## src/sv/bgp_pkg.sv

```systemverilog
// Shared types, codes and pattern timings of the button gesture player.
`default_nettype none
package bgp_pkg;

  // Command codes on the input channel
  localparam logic [1:0] CMD_TICK    = 2'd0;
  localparam logic [1:0] CMD_REQUEST = 2'd1;
  localparam logic [1:0] CMD_START   = 2'd2;

  // Gesture codes
  localparam logic [2:0] G_SINGLE      = 3'd0;
  localparam logic [2:0] G_DOUBLE      = 3'd1;
  localparam logic [2:0] G_HOLD2       = 3'd2;
  localparam logic [2:0] G_HOLD6       = 3'd3;
  localparam logic [2:0] G_HOLD10      = 3'd4;
  localparam logic [2:0] GESTURE_COUNT = 3'd5;
  localparam logic [2:0] NO_GESTURE    = 3'd5;

  // Result status codes
  localparam logic [1:0] STATUS_OK        = 2'd0;
  localparam logic [1:0] STATUS_BAD_ARG   = 2'd1;
  localparam logic [1:0] STATUS_BAD_STATE = 2'd2;

  // Classified operations passed from front to back
  localparam logic [2:0] OP_TICK    = 3'd0;
  localparam logic [2:0] OP_REQ     = 3'd1;
  localparam logic [2:0] OP_REQ_BAD = 3'd2;
  localparam logic [2:0] OP_START   = 3'd3;
  localparam logic [2:0] OP_NOP     = 3'd4;

  // Pattern timings in ms
  localparam int unsigned TIME_W = 14;
  localparam logic [TIME_W-1:0] SINGLE_REL_MS   = 14'd100;
  localparam logic [TIME_W-1:0] DOUBLE_GAP_MS   = 14'd200;
  localparam logic [TIME_W-1:0] DOUBLE_REL_MS   = 14'd300;
  localparam logic [TIME_W-1:0] HOLD2_REL_MS    = 14'd2100;
  localparam logic [TIME_W-1:0] HOLD6_REL_MS    = 14'd6100;
  localparam logic [TIME_W-1:0] HOLD10_REL_MS   = 14'd10100;
  localparam logic [TIME_W-1:0] TAIL_MS         = 14'd400;

  localparam int unsigned QUEUE_DEPTH = 2;

  typedef struct packed {
    logic [2:0]        op;
    logic [2:0]        gesture;
    logic [TIME_W-1:0] rel_time;
    logic [TIME_W-1:0] fin_time;
    logic              phys;
    logic              sample_ok;
    logic              ridle;
    logic [15:0]       tick;
  } entry_t;

  // Last release time of a gesture's pattern
  function automatic logic [TIME_W-1:0] release_time(input logic [2:0] g);
    logic [TIME_W-1:0] r;
    case (g)
      G_SINGLE: r = SINGLE_REL_MS;
      G_DOUBLE: r = DOUBLE_REL_MS;
      G_HOLD2:  r = HOLD2_REL_MS;
      G_HOLD6:  r = HOLD6_REL_MS;
      default:  r = HOLD10_REL_MS;
    endcase
    return r;
  endfunction

endpackage
`default_nettype wire

```

## src/sv/bgp_front.sv

```systemverilog
// Front stage: accepts items, classifies them and pushes them into the queue.
`default_nettype none
module bgp_front (
  input  wire logic                  clk,
  input  wire logic                  rst,
  input  wire logic                  req_valid,
  output logic                       req_stall,
  input  wire logic [1:0]            cmd,
  input  wire logic [2:0]            gesture,
  input  wire logic                  btn_pressed,
  input  wire logic                  btn_good,
  input  wire logic                  recog_idle,
  input  wire logic [15:0]           tick_ms,
  output logic                       push,
  output bgp_pkg::entry_t            push_data,
  input  wire logic                  q_full
);

  logic            f_valid;
  bgp_pkg::entry_t f_entry;
  bgp_pkg::entry_t dec;
  logic            accept;

  // Hold the input while the staged item cannot enter the queue
  assign req_stall = f_valid && q_full;
  assign accept    = req_valid && !req_stall;
  assign push      = f_valid && !q_full;
  assign push_data = f_entry;

  // Classify the command and look up the pattern timings
  always_comb begin
    dec.gesture   = gesture;
    dec.rel_time  = bgp_pkg::release_time(gesture);
    dec.fin_time  = bgp_pkg::release_time(gesture) + bgp_pkg::TAIL_MS;
    dec.phys      = btn_pressed;
    dec.sample_ok = btn_good;
    dec.ridle     = recog_idle;
    dec.tick      = tick_ms;
    unique case (cmd)
      bgp_pkg::CMD_TICK:    dec.op = bgp_pkg::OP_TICK;
      bgp_pkg::CMD_REQUEST: dec.op = (gesture < bgp_pkg::GESTURE_COUNT) ?
                                     bgp_pkg::OP_REQ : bgp_pkg::OP_REQ_BAD;
      bgp_pkg::CMD_START:   dec.op = bgp_pkg::OP_START;
      default:              dec.op = bgp_pkg::OP_NOP;
    endcase
  end

  // Stage register
  always_ff @(posedge clk) begin
    if (rst) begin
      f_valid <= 1'b0;
    end else if (accept) begin
      f_valid <= 1'b1;
    end else if (push) begin
      f_valid <= 1'b0;
    end
  end

  always_ff @(posedge clk) begin
    if (accept) begin
      f_entry <= dec;
    end
  end

endmodule
`default_nettype wire

```

## src/sv/bgp_queue.sv

```systemverilog
// Short queue of classified items between front and back.
`default_nettype none
module bgp_queue #(
  parameter int unsigned WIDTH = 8,
  parameter int unsigned DEPTH = 2
) (
  input  wire logic             clk,
  input  wire logic             rst,
  input  wire logic             push,
  input  wire logic [WIDTH-1:0] wdata,
  output logic                  full,
  input  wire logic             pop,
  output logic                  not_empty,
  output logic [WIDTH-1:0]      rdata
);

  localparam int unsigned PTR_W = $clog2(DEPTH);
  localparam int unsigned CNT_W = $clog2(DEPTH + 1);
  localparam logic [PTR_W-1:0] LAST = PTR_W'(DEPTH - 1);
  localparam logic [CNT_W-1:0] FULL_COUNT = CNT_W'(DEPTH);

  logic [WIDTH-1:0] slots [DEPTH];
  logic [PTR_W-1:0] wr_ptr;
  logic [PTR_W-1:0] rd_ptr;
  logic [CNT_W-1:0] count;
  logic             do_push;
  logic             do_pop;

  assign full      = (count == FULL_COUNT);
  assign not_empty = (count != '0);
  assign rdata     = slots[rd_ptr];
  assign do_push   = push && !full;
  assign do_pop    = pop && not_empty;

  // Advance pointers and the fill count
  always_ff @(posedge clk) begin
    if (rst) begin
      wr_ptr <= '0;
      rd_ptr <= '0;
      count  <= '0;
    end else begin
      if (do_push) begin
        wr_ptr <= (wr_ptr == LAST) ? '0 : wr_ptr + 1'b1;
      end
      if (do_pop) begin
        rd_ptr <= (rd_ptr == LAST) ? '0 : rd_ptr + 1'b1;
      end
      if (do_push && !do_pop) begin
        count <= count + 1'b1;
      end else if (do_pop && !do_push) begin
        count <= count - 1'b1;
      end
    end
  end

  always_ff @(posedge clk) begin
    if (do_push) begin
      slots[wr_ptr] <= wdata;
    end
  end

endmodule
`default_nettype wire

```

## src/sv/bgp_back.sv

```systemverilog
// Back stage: carries out each item against the player state and registers the result.
`default_nettype none
module bgp_back (
  input  wire logic        clk,
  input  wire logic        rst,
  input  wire logic        q_not_empty,
  input  wire bgp_pkg::entry_t q_data,
  output logic             pop,
  output logic             res_valid,
  input  wire logic        res_stall,
  output logic [1:0]       status,
  output logic             sim_pressed,
  output logic             aborted,
  output logic             online,
  output logic [2:0]       active_gesture
);

  localparam logic [1:0] MODE_OFFLINE = 2'd0;
  localparam logic [1:0] MODE_IDLE    = 2'd1;
  localparam logic [1:0] MODE_BUSY    = 2'd2;
  localparam logic [1:0] MODE_GESTURE = 2'd3;
  localparam int unsigned TW = bgp_pkg::TIME_W;

  logic [1:0]    mode, mode_next;
  logic [2:0]    pending, pending_next;
  logic          started, started_next;
  logic [TW-1:0] elapsed, elapsed_next;
  logic [TW-1:0] rel_time, rel_time_next;
  logic [TW-1:0] fin_time, fin_time_next;

  logic [1:0]    st;
  logic          pressed;
  logic          abort;
  logic [TW-1:0] room;
  logic [TW-1:0] step;

  // Take an item when the result register is free or being emptied
  assign pop  = q_not_empty && (!res_valid || !res_stall);
  assign room = fin_time - elapsed;
  assign step = (q_data.tick < {2'b00, room}) ? q_data.tick[TW-1:0] : room;

  always_comb begin
    mode_next     = mode;
    pending_next  = pending;
    started_next  = started;
    elapsed_next  = elapsed;
    rel_time_next = rel_time;
    fin_time_next = fin_time;
    pressed       = 1'b0;
    abort         = 1'b0;
    st            = bgp_pkg::STATUS_OK;
    unique case (q_data.op)
      bgp_pkg::OP_REQ: begin
        if (mode == MODE_IDLE) begin
          mode_next     = MODE_GESTURE;
          pending_next  = q_data.gesture;
          rel_time_next = q_data.rel_time;
          fin_time_next = q_data.fin_time;
        end else begin
          st = bgp_pkg::STATUS_BAD_STATE;
        end
      end
      bgp_pkg::OP_REQ_BAD: begin
        st = bgp_pkg::STATUS_BAD_ARG;
      end
      bgp_pkg::OP_START: begin
        mode_next = MODE_IDLE;
      end
      bgp_pkg::OP_TICK: begin
        if (mode != MODE_GESTURE) begin
          // Follow the physical button outside a gesture
          if (mode != MODE_OFFLINE) begin
            mode_next = (q_data.sample_ok && !q_data.phys && q_data.ridle) ?
                        MODE_IDLE : MODE_BUSY;
          end
        end else if (!started && !q_data.ridle) begin
          // Drop the gesture: recognizer busy before playback
          mode_next = MODE_BUSY;
        end else if (!q_data.sample_ok || q_data.phys) begin
          // Abort on a real press or an invalid sample
          started_next = 1'b0;
          elapsed_next = '0;
          mode_next    = MODE_BUSY;
          abort        = 1'b1;
        end else begin
          started_next = 1'b1;
          if (pending == bgp_pkg::G_DOUBLE) begin
            pressed = (elapsed < bgp_pkg::SINGLE_REL_MS) ||
                      ((elapsed >= bgp_pkg::DOUBLE_GAP_MS) &&
                       (elapsed < bgp_pkg::DOUBLE_REL_MS));
          end else begin
            pressed = (elapsed < rel_time);
          end
          if (elapsed >= fin_time) begin
            if (q_data.ridle) begin
              started_next = 1'b0;
              elapsed_next = '0;
              mode_next    = MODE_IDLE;
            end
          end else begin
            elapsed_next = elapsed + step;
          end
        end
        st = (mode_next == MODE_OFFLINE) ? bgp_pkg::STATUS_BAD_STATE : bgp_pkg::STATUS_OK;
      end
      default: begin
        st = (mode == MODE_OFFLINE) ? bgp_pkg::STATUS_BAD_STATE : bgp_pkg::STATUS_OK;
      end
    endcase
  end

  // Update player state
  always_ff @(posedge clk) begin
    if (rst) begin
      mode    <= MODE_OFFLINE;
      pending <= '0;
      started <= 1'b0;
      elapsed <= '0;
    end else if (pop) begin
      mode    <= mode_next;
      pending <= pending_next;
      started <= started_next;
      elapsed <= elapsed_next;
    end
  end

  always_ff @(posedge clk) begin
    if (pop) begin
      rel_time <= rel_time_next;
      fin_time <= fin_time_next;
    end
  end

  // Result register
  always_ff @(posedge clk) begin
    if (rst) begin
      res_valid <= 1'b0;
    end else if (pop) begin
      res_valid <= 1'b1;
    end else if (!res_stall) begin
      res_valid <= 1'b0;
    end
  end

  always_ff @(posedge clk) begin
    if (pop) begin
      status         <= st;
      sim_pressed    <= pressed;
      aborted        <= abort;
      online         <= (mode_next != MODE_OFFLINE);
      active_gesture <= (mode_next == MODE_GESTURE) ? pending_next : bgp_pkg::NO_GESTURE;
    end
  end

endmodule
`default_nettype wire

```

## src/sv/button_gesture_player.sv

```systemverilog
// Top level of the button gesture player.
`default_nettype none
// Plays a synthetic click, double click or 2/6/10 s hold as a button level, one
// item per command. Throughput is one item per clock while res_stall is low: the
// back stage updates the mode, pending gesture and elapsed time once per item. A
// result reaches res_valid through the front register, then the queue, then the
// result register. The queue of QUEUE_DEPTH items lets the input keep flowing
// for a while when the result side stalls; once it and the front register are
// full, req_stall rises.
module button_gesture_player #(
  parameter int unsigned QUEUE_DEPTH = bgp_pkg::QUEUE_DEPTH
) (
  input  wire logic        clk,
  input  wire logic        rst,
  input  wire logic        req_valid,
  output logic             req_stall,
  input  wire logic [1:0]  cmd,
  input  wire logic [2:0]  gesture,
  input  wire logic        btn_pressed,
  input  wire logic        btn_good,
  input  wire logic        recog_idle,
  input  wire logic [15:0] tick_ms,
  output logic             res_valid,
  input  wire logic        res_stall,
  output logic [1:0]       status,
  output logic             sim_pressed,
  output logic             aborted,
  output logic             online,
  output logic [2:0]       active_gesture
);

  localparam int unsigned ENTRY_W = $bits(bgp_pkg::entry_t);

  logic            push;
  bgp_pkg::entry_t push_data;
  logic            q_full;
  logic            pop;
  logic            q_not_empty;
  bgp_pkg::entry_t q_data;

  bgp_front u_front (
    .clk         (clk),
    .rst         (rst),
    .req_valid   (req_valid),
    .req_stall   (req_stall),
    .cmd         (cmd),
    .gesture     (gesture),
    .btn_pressed (btn_pressed),
    .btn_good    (btn_good),
    .recog_idle  (recog_idle),
    .tick_ms     (tick_ms),
    .push        (push),
    .push_data   (push_data),
    .q_full      (q_full)
  );

  bgp_queue #(
    .WIDTH (ENTRY_W),
    .DEPTH (QUEUE_DEPTH)
  ) u_queue (
    .clk       (clk),
    .rst       (rst),
    .push      (push),
    .wdata     (push_data),
    .full      (q_full),
    .pop       (pop),
    .not_empty (q_not_empty),
    .rdata     (q_data)
  );

  bgp_back u_back (
    .clk            (clk),
    .rst            (rst),
    .q_not_empty    (q_not_empty),
    .q_data         (q_data),
    .pop            (pop),
    .res_valid      (res_valid),
    .res_stall      (res_stall),
    .status         (status),
    .sim_pressed    (sim_pressed),
    .aborted        (aborted),
    .online         (online),
    .active_gesture (active_gesture)
  );

endmodule
`default_nettype wire

```

## config.mk

```make
export PLATFORM = sky130hd
export DESIGN_NAME = button_gesture_player
export DESIGN_NICKNAME = d
export VERILOG_FILES = /design/src/sv/bgp_pkg.sv /design/src/sv/bgp_front.sv /design/src/sv/bgp_queue.sv /design/src/sv/bgp_back.sv /design/src/sv/button_gesture_player.sv
export SDC_FILE = /design/constraint.sdc
export NUM_CORES = 1
export LEC_CHECK = 0
export BUFFER_PORTS_ARGS = -buffer_cell sky130_fd_sc_hd__buf_4
export CAP_MARGIN = 0
export CORE_MARGIN = 2
export CORE_UTILIZATION = 30
export CTS_BUF_LIST = sky130_fd_sc_hd__clkbuf_8
export DETAILED_ROUTE_END_ITERATION = 6
export GPL_TIMING_DRIVEN = 0
export PLACE_DENSITY = 0.56
export SETUP_SLACK_MARGIN = 0.1
export SLEW_MARGIN = 20
export SYNTH_ARGS = -nofsm -noshare
export SYNTH_HDL_FRONTEND = slang
export SYNTH_SLANG_ARGS = --single-unit
```

## constraint.sdc

```tcl
create_clock -name clk -period 5.3 [get_ports clk]
set_input_delay 0 -clock clk [delete_from_list [all_inputs] [get_ports clk]]
set_output_delay 0 -clock clk [all_outputs]
set_load 0.01 [all_outputs]
```

---- Word-level counts from Yosys, hierarchy flattened ----
Memory sizes are Yosys's and may differ from the RTL's. A register that Yosys moved wholly into a read port is not among the register bits.
Cells that the tools add are included.
cells by class
  multiplexer cells ....................... 40
  reduce and logical (&&, ||, !) cells .... 40
  add/sub/neg operators ................... 7
  magnitude comparators ................... 7
  equal/unequal tests ..................... 15
  bitwise operators ....................... 3
operator list
  kind                                                                    count
  14-bit two-way mux                                                      4
  14-bit one-hot mux with 4 select lines                                  1
  2-bit two-way mux                                                       15
  16-bit by 14-bit < comparator with 1-bit output                         1
  1-bit two-way mux                                                       15
  14-bit adder                                                            1
  14-bit by 9-bit adder with 14-bit output, second input constant         1
  14-bit >= comparator                                                    1
  14-bit by 8-bit >= comparator with 1-bit output, second input constant  1
  14-bit < comparator                                                     1
  14-bit by 7-bit < comparator with 1-bit output, second input constant   1
  14-bit by 9-bit < comparator with 1-bit output, second input constant   1
  14-bit subtractor                                                       1
  3-bit by 2-bit equality test with 1-bit output, second input constant   4
  1-bit logical AND                                                       12
  1-bit zero test                                                         10
  2-bit nonzero test                                                      5
  3-bit by 1-bit equality test with 1-bit output, second input constant   3
  3-bit one-hot mux with 3 select lines                                   1
  2-bit one-hot mux with 4 select lines                                   1
  2-bit equality test, second input constant                              3
  2-bit zero test                                                         3
  3-bit zero test                                                         2
  3-bit two-way mux                                                       2
  other kinds (16)                                                        22
storage, ports and cells
  memory bits (writable) .................. 106
  logic and storage cells ................. 137
  output and inout port bits .............. 10
  memories ................................ 1
  register bits ........................... 115
  input bits .............................. 28
memory list
  memory         depth  width  read ports  clocked after Yosys merged registers in  write ports  line             text
  u_queue.slots  2      53     1           1                                        1            bgp_queue.sv:22  logic [WIDTH-1:0] slots [DEPTH];

---- Longest topological paths before layout ----
  depth in word-level cells ............... 10
  depth in mapped cells ................... 27
  depth with buffers taken out ............ 26

---- By module ----
From an unflattened synthesis, not the netlist that was laid out.
second synthesis, totals
  cells, all modules ...................... 731
  area, all modules ....................... 9863.2 sq um
by module, submodules not included
  module     times used  seq. area each (sq um)  cells each  area each (sq um)
  bgp_back   1           1501.4                  449         4231.6
  bgp_queue  1           3283.1                  190         4035.1
  bgp_front  1           1311.3                  92          1596.5

---- Worst setup path after synthesis ----
OpenSTA, ideal clock, no wires.
  path type ............................... reg-to-reg
  start ................................... reg u_back.elapsed[0]
  end ..................................... reg u_back.elapsed[13]
  required time ........................... 5176 ps
  buffers on the path ..................... 1
  arrival ................................. 5209 ps
  slack ................................... -33 ps
  cell stages (with the launch flop) ...... 25
  clock period less this slack ............ 5333 ps
  setup time .............................. 124 ps
  path through ............................ dfxtp_1 -> inv_1 -> ha_1 -> nand2b_2 -> a2111oi_2 -> nor3_2 -> a21oi_1 -> nor3b_1 -> nor2_1 -> xor2_1 -> ha_1 -> nand4_1 -> a211o_1 -> o221ai_1 -> nor2_1 -> clkbuf_1 -> o21ai_0 -> ha_1 -> a211oi_1 -> o21ai_0 -> nand3_1 -> a31oi_1 -> a41oi_1 -> and4b_1 -> a2111o_1
between the ends
  word-level cells in the longest chain between the ends .. 6
  elaborated cells between the ends (all ways) .. 9
  those cells by class .................... add/sub (2); order compare (2); eq/ne (1); mux (3); reduce/logical (1)
ends and longest elaborated chain
  what                                             line             text
  from (decl)                                      bgp_back.sv:27   logic [TW-1:0] elapsed, elapsed_next;
  from (signal assigned)                           bgp_back.sv:123  elapsed <= elapsed_next;
  14-bit subtractor                                bgp_back.sv:39   assign room = fin_time - elapsed;
  16-bit by 14-bit < comparator with 1-bit output  bgp_back.sv:40   assign step = (q_data.tick < {2'b00, room}) ? q_data.tick[TW-1:0] : room;
  14-bit two-way mux                               bgp_back.sv:40
  14-bit adder                                     bgp_back.sv:101  elapsed_next = elapsed + step;
  14-bit two-way mux                               bgp_back.sv:94   if (elapsed >= fin_time) begin
  14-bit two-way mux                               bgp_back.sv:79   end else if (!q_data.sample_ok || q_data.phys) begin
Parallel ways exist; a longest one is shown, timed or not.
A chain may end at the register's enable or synchronous reset.

---- Final worst setup path ----
  start ................................... reg u_back.elapsed[12]
  end ..................................... reg u_back.elapsed[12]
The elaborated chain is that of the path after synthesis.

==> results.sh <==
export IMPL_status="complete, no violations"
export IMPL_grt_pass1_vias=5342
export IMPL_drtPass1Iterations=5
export IMPL_clock_fmax_mhz=197
export IMPL_critPathCapture="u_back.elapsed[12]$_SDFFE_PP0P_"
export IMPL_cts_tree="done"
export IMPL_drt_iter0_drc=298
export IMPL_synthMostInstantiatedCell="edfxtp_1"
export IMPL_start_util=0.302
export IMPL_critPathCaptureType="register"
export IMPL_gp_congestion=0.806
export IMPL_syn_area_mm2=0.00863
export IMPL_port_buffers=37
export IMPL_reg2reg_to="u_back.elapsed[12]$_SDFFE_PP0P_"
export IMPL_crit_start="u_back.elapsed[12]$_SDFFE_PP0P_"
export IMPL_ys_top_cells_by_area="edfxtp_1 (54%), ha_1 (7.5%), dfxtp_1 (6.3%), mux2_2 (4.3%), nor2_1 (2.0%)"
export IMPL_ctsLongestPathBuffers=2
export IMPL_startpoint_type="register"
export IMPL_dieArea_mm2=0.0301
export IMPL_synth_ff_type="edfxtp_1"
export IMPL_syn_num_nets=741
export IMPL_syn_inst=660
export IMPL_vias=5391
export IMPL_arrival_ns=5.42
export IMPL_clk_pin_slew_ns=0.10
export IMPL_grt_use_total=0.121
export IMPL_tns_ns=0
export IMPL_routed_wl_mm=17.8
export IMPL_coreArea_mm2=0.0285
export IMPL_yosysWarnings=0
export IMPL_critPathKind="reg2reg"
export IMPL_grt_first_pass_wirelength_mm=28.3
export IMPL_ys_seq_area_frac=0.602
export IMPL_power_density_mw_per_mm2=311
export IMPL_reg2reg_slack_ns=0.23
export IMPL_holdWs_ns=0.255
export IMPL_fp_dieH_um=174
export IMPL_finalCritPeriodShare=0.956
export IMPL_relSlewSlack=0.454
export IMPL_globalRouteOverflowTotal=0
export IMPL_row_count=62
export IMPL_min_path_type="in2reg"
export IMPL_synth_seq_cells=182
export IMPL_drive_gt1_frac=0.276
export IMPL_grt_max_degree=44
export IMPL_rsz0062_at_grt="true"
export IMPL_synth_avg_cell_area_um2=13.1
export IMPL_finalCriticalPeriod_ns=5.07
export IMPL_cts_buffers=17
export IMPL_antenna_found_initial=0
export IMPL_clock_sink_count=182
export IMPL_synth_distinct_cells=73
export IMPL_dp_final_hpwl_mm=12.4
export IMPL_dieWidth_um=174
export IMPL_p_leak_nw=3.83
export IMPL_wl_per_cell_um=15.2
export IMPL_vdd_drop_max_v=0.000139
export IMPL_slew_violations=0
export IMPL_tightest_slew_ns=0.814
export IMPL_cts_root_buf="clkbuf_8"
export IMPL_synth_top_area_frac=0.539
export IMPL_clkLatencyLatePin_ns=0.46
export IMPL_drc=0
export IMPL_power_total_mw=3.28
export IMPL_path_max_fanout=9
export IMPL_nets=852
export IMPL_clock_skew_ns=0.0207
export IMPL_syn_to_final_growth_pct=22.4
export IMPL_worst_endpoint_required_ns=5.66
export IMPL_cts_htree_levels=4
export IMPL_reg2reg_depth=25
export IMPL_ant_nets=0
export IMPL_synth_edf_count=155
export IMPL_ios=38
export IMPL_finalSetupViolCount=0
export IMPL_yosys_area_top_type="edfxtp_1"
export IMPL_maxCapViolations=0
export IMPL_antennaDiodeCount=0
export IMPL_r2r_start="u_back.elapsed[12]$_SDFFE_PP0P_"
export IMPL_via_per_inst=4.62
export IMPL_finalHoldViolCount=0
export IMPL_postSynth_asyncResetShare=0
export IMPL_hold_path_startpoint="tick_ms[3]"
export IMPL_synth_common_cells="edfxtp_1 (155), ha_1 (52), nor2_1 (45)"
## layout make-up
cell class	instances	area, um2
inverters	43	161
flip-flops and latches	182	5230
well taps	384	480
repair buffers	92	793
clock inverters	15	101
clock buffers	17	234
multi-input cells	417	3450
fillers	2808	18000
plain buffers	18	119
## repair_timing
action,4_1_cts,5_1_grt
pin swaps,17,23
endpoints found under the setup margin,10,7
hold buffers,28,0
endpoints found under the hold margin,31,0
gates cloned,0,0
buffers inserted,9,15
gates resized for setup,52,31
## where the power goes
| group | leakage, nW | switching, mW | internal (mW) | total (mW) |
|---|---|---|---|---|
| Sequential | 1.67 | 0.0503 | 1.71 | 1.76 |
| Clock | 0.187 | 0.512 | 0.328 | 0.840 |
| Combinational | 1.98 | 0.387 | 0.294 | 0.681 |
## per-stage QoR
stage / instances / area [um2] / util / setup WS (ns)
4_1_cts: 1153 / 10300 / 0.361 / 0.101
2_1_floorplan: 660 / 8650 / - / 0.143
3_3_place_gp: 1081 / 9410 / 0.330 / -0.885
3_5_place_dp: 1084 / 9480 / 0.332 / -0.858
5_1_grt: 1168 / 10600 / 0.370 / -0.0428
6_report: 1168 / 10600 / 0.370 / 0.235
## worst min path at each step
stage | endpoint | slack, ns | depth (start not counted)
after CTS | u_front.push_data[18]$_DFFE_PP_ | 0.21 | 2
after global routing | u_front.push_data[18]$_DFFE_PP_ | 0.23 | 2
final | u_front.push_data[3]$_DFFE_PP_ | 0.26 | 2
after floorplan | u_front.push_data[0]$_DFFE_PP_ | 0.1 | 0
after detailed placement | u_front.push_data[6]$_DFFE_PP_ | 0.18 | 1
after global placement | u_front.push_data[6]$_DFFE_PP_ | 0.18 | 1
## metal layers
| layer | vias up | routed length, um | GRT usage |
|---|---|---|---|
| met5 | - | 0 | 0 |
| met4 | 0 | 306 | 0.0389 |
| met3 | 18 | 519 | 0.0257 |
| met2 | 65 | 9000 | 0.213 |
| met1 | 2627 | 7970 | 0.149 |
| li1 | 2681 | - | - |
## cells by family after synthesis
kind of cell / Yosys count / synth area share
DFF: 182 / 0.602
and+or+nand+nor: 165 / 0.102
AOI/OAI and AO/OA: 132 / 0.110
buffers and inverters: 61 / 0.0294
adders and majority gates: 54 / 0.0789
muxes: 41 / 0.0523
xor gates and xnor gates: 25 / 0.0254
## layout by cell type (no fill, tap or decap), types with 6 or more instances in the layout
cell type	count
and2_1	7
clkbuf_8	17
o21ai_1	8
mux2_2	33
nand2_1	32
mux2i_1	8
nor2_1	41
nand2b_1	7
o21ai_0	21
a21oi_1	25
dfxtp_4	7
dlygate4sd3_1	28
inv_1	44
clkbuf_1	10
nor3b_1	7
xnor2_1	11
nand3_1	9
a21oi_2	6
a22oi_2	9
nor3_1	8
a21o_1	13
xor2_1	13
dfxtp_1	15
ha_1	45
buf_4	63
nor2_2	10
edfxtp_1	155
## registers in the layout (all words and copies together), names as in the netlist, named ones only
name and count:
u_queue.count 2, u_queue.wr_ptr 1, u_back.sim_pressed 1, u_front.push_data 43
u_back.res_valid 1, u_back.pending 3, u_queue.rd_ptr 1, u_back.status 2
u_back.mode 2, u_back.elapsed 14, u_back.started 1, u_queue.slots 86
u_back.aborted 1, u_front.f_valid 1, u_back.fin_time 10, u_back.online 1
u_back.active_gesture 3, u_back.rel_time 8
## critical path, cell delays in order, from the launching register on
cell and delay [ns]:
dfxtp_4 0.40, inv_1 0.08, ha_1 0.32, and3b_2 0.25
and3_1 0.18, a2111oi_1 0.31, and3_1 0.25, inv_1 0.05
ha_1 0.29, nand4_1 0.09, a211o_1 0.36, a211oi_4 0.28
nor2_4 0.09, buf_8 0.15, nor2_4 0.09, a21oi_4 0.04
ha_4 0.18, fa_2 0.35, nand3_2 0.09, a21boi_2 0.07
o21ai_2 0.15, a21oi_2 0.09, o41a_1 0.41, a31oi_1 0.18
or4b_1 0.14, nand3_1 0.06
(Power assumes the default switching activity.)
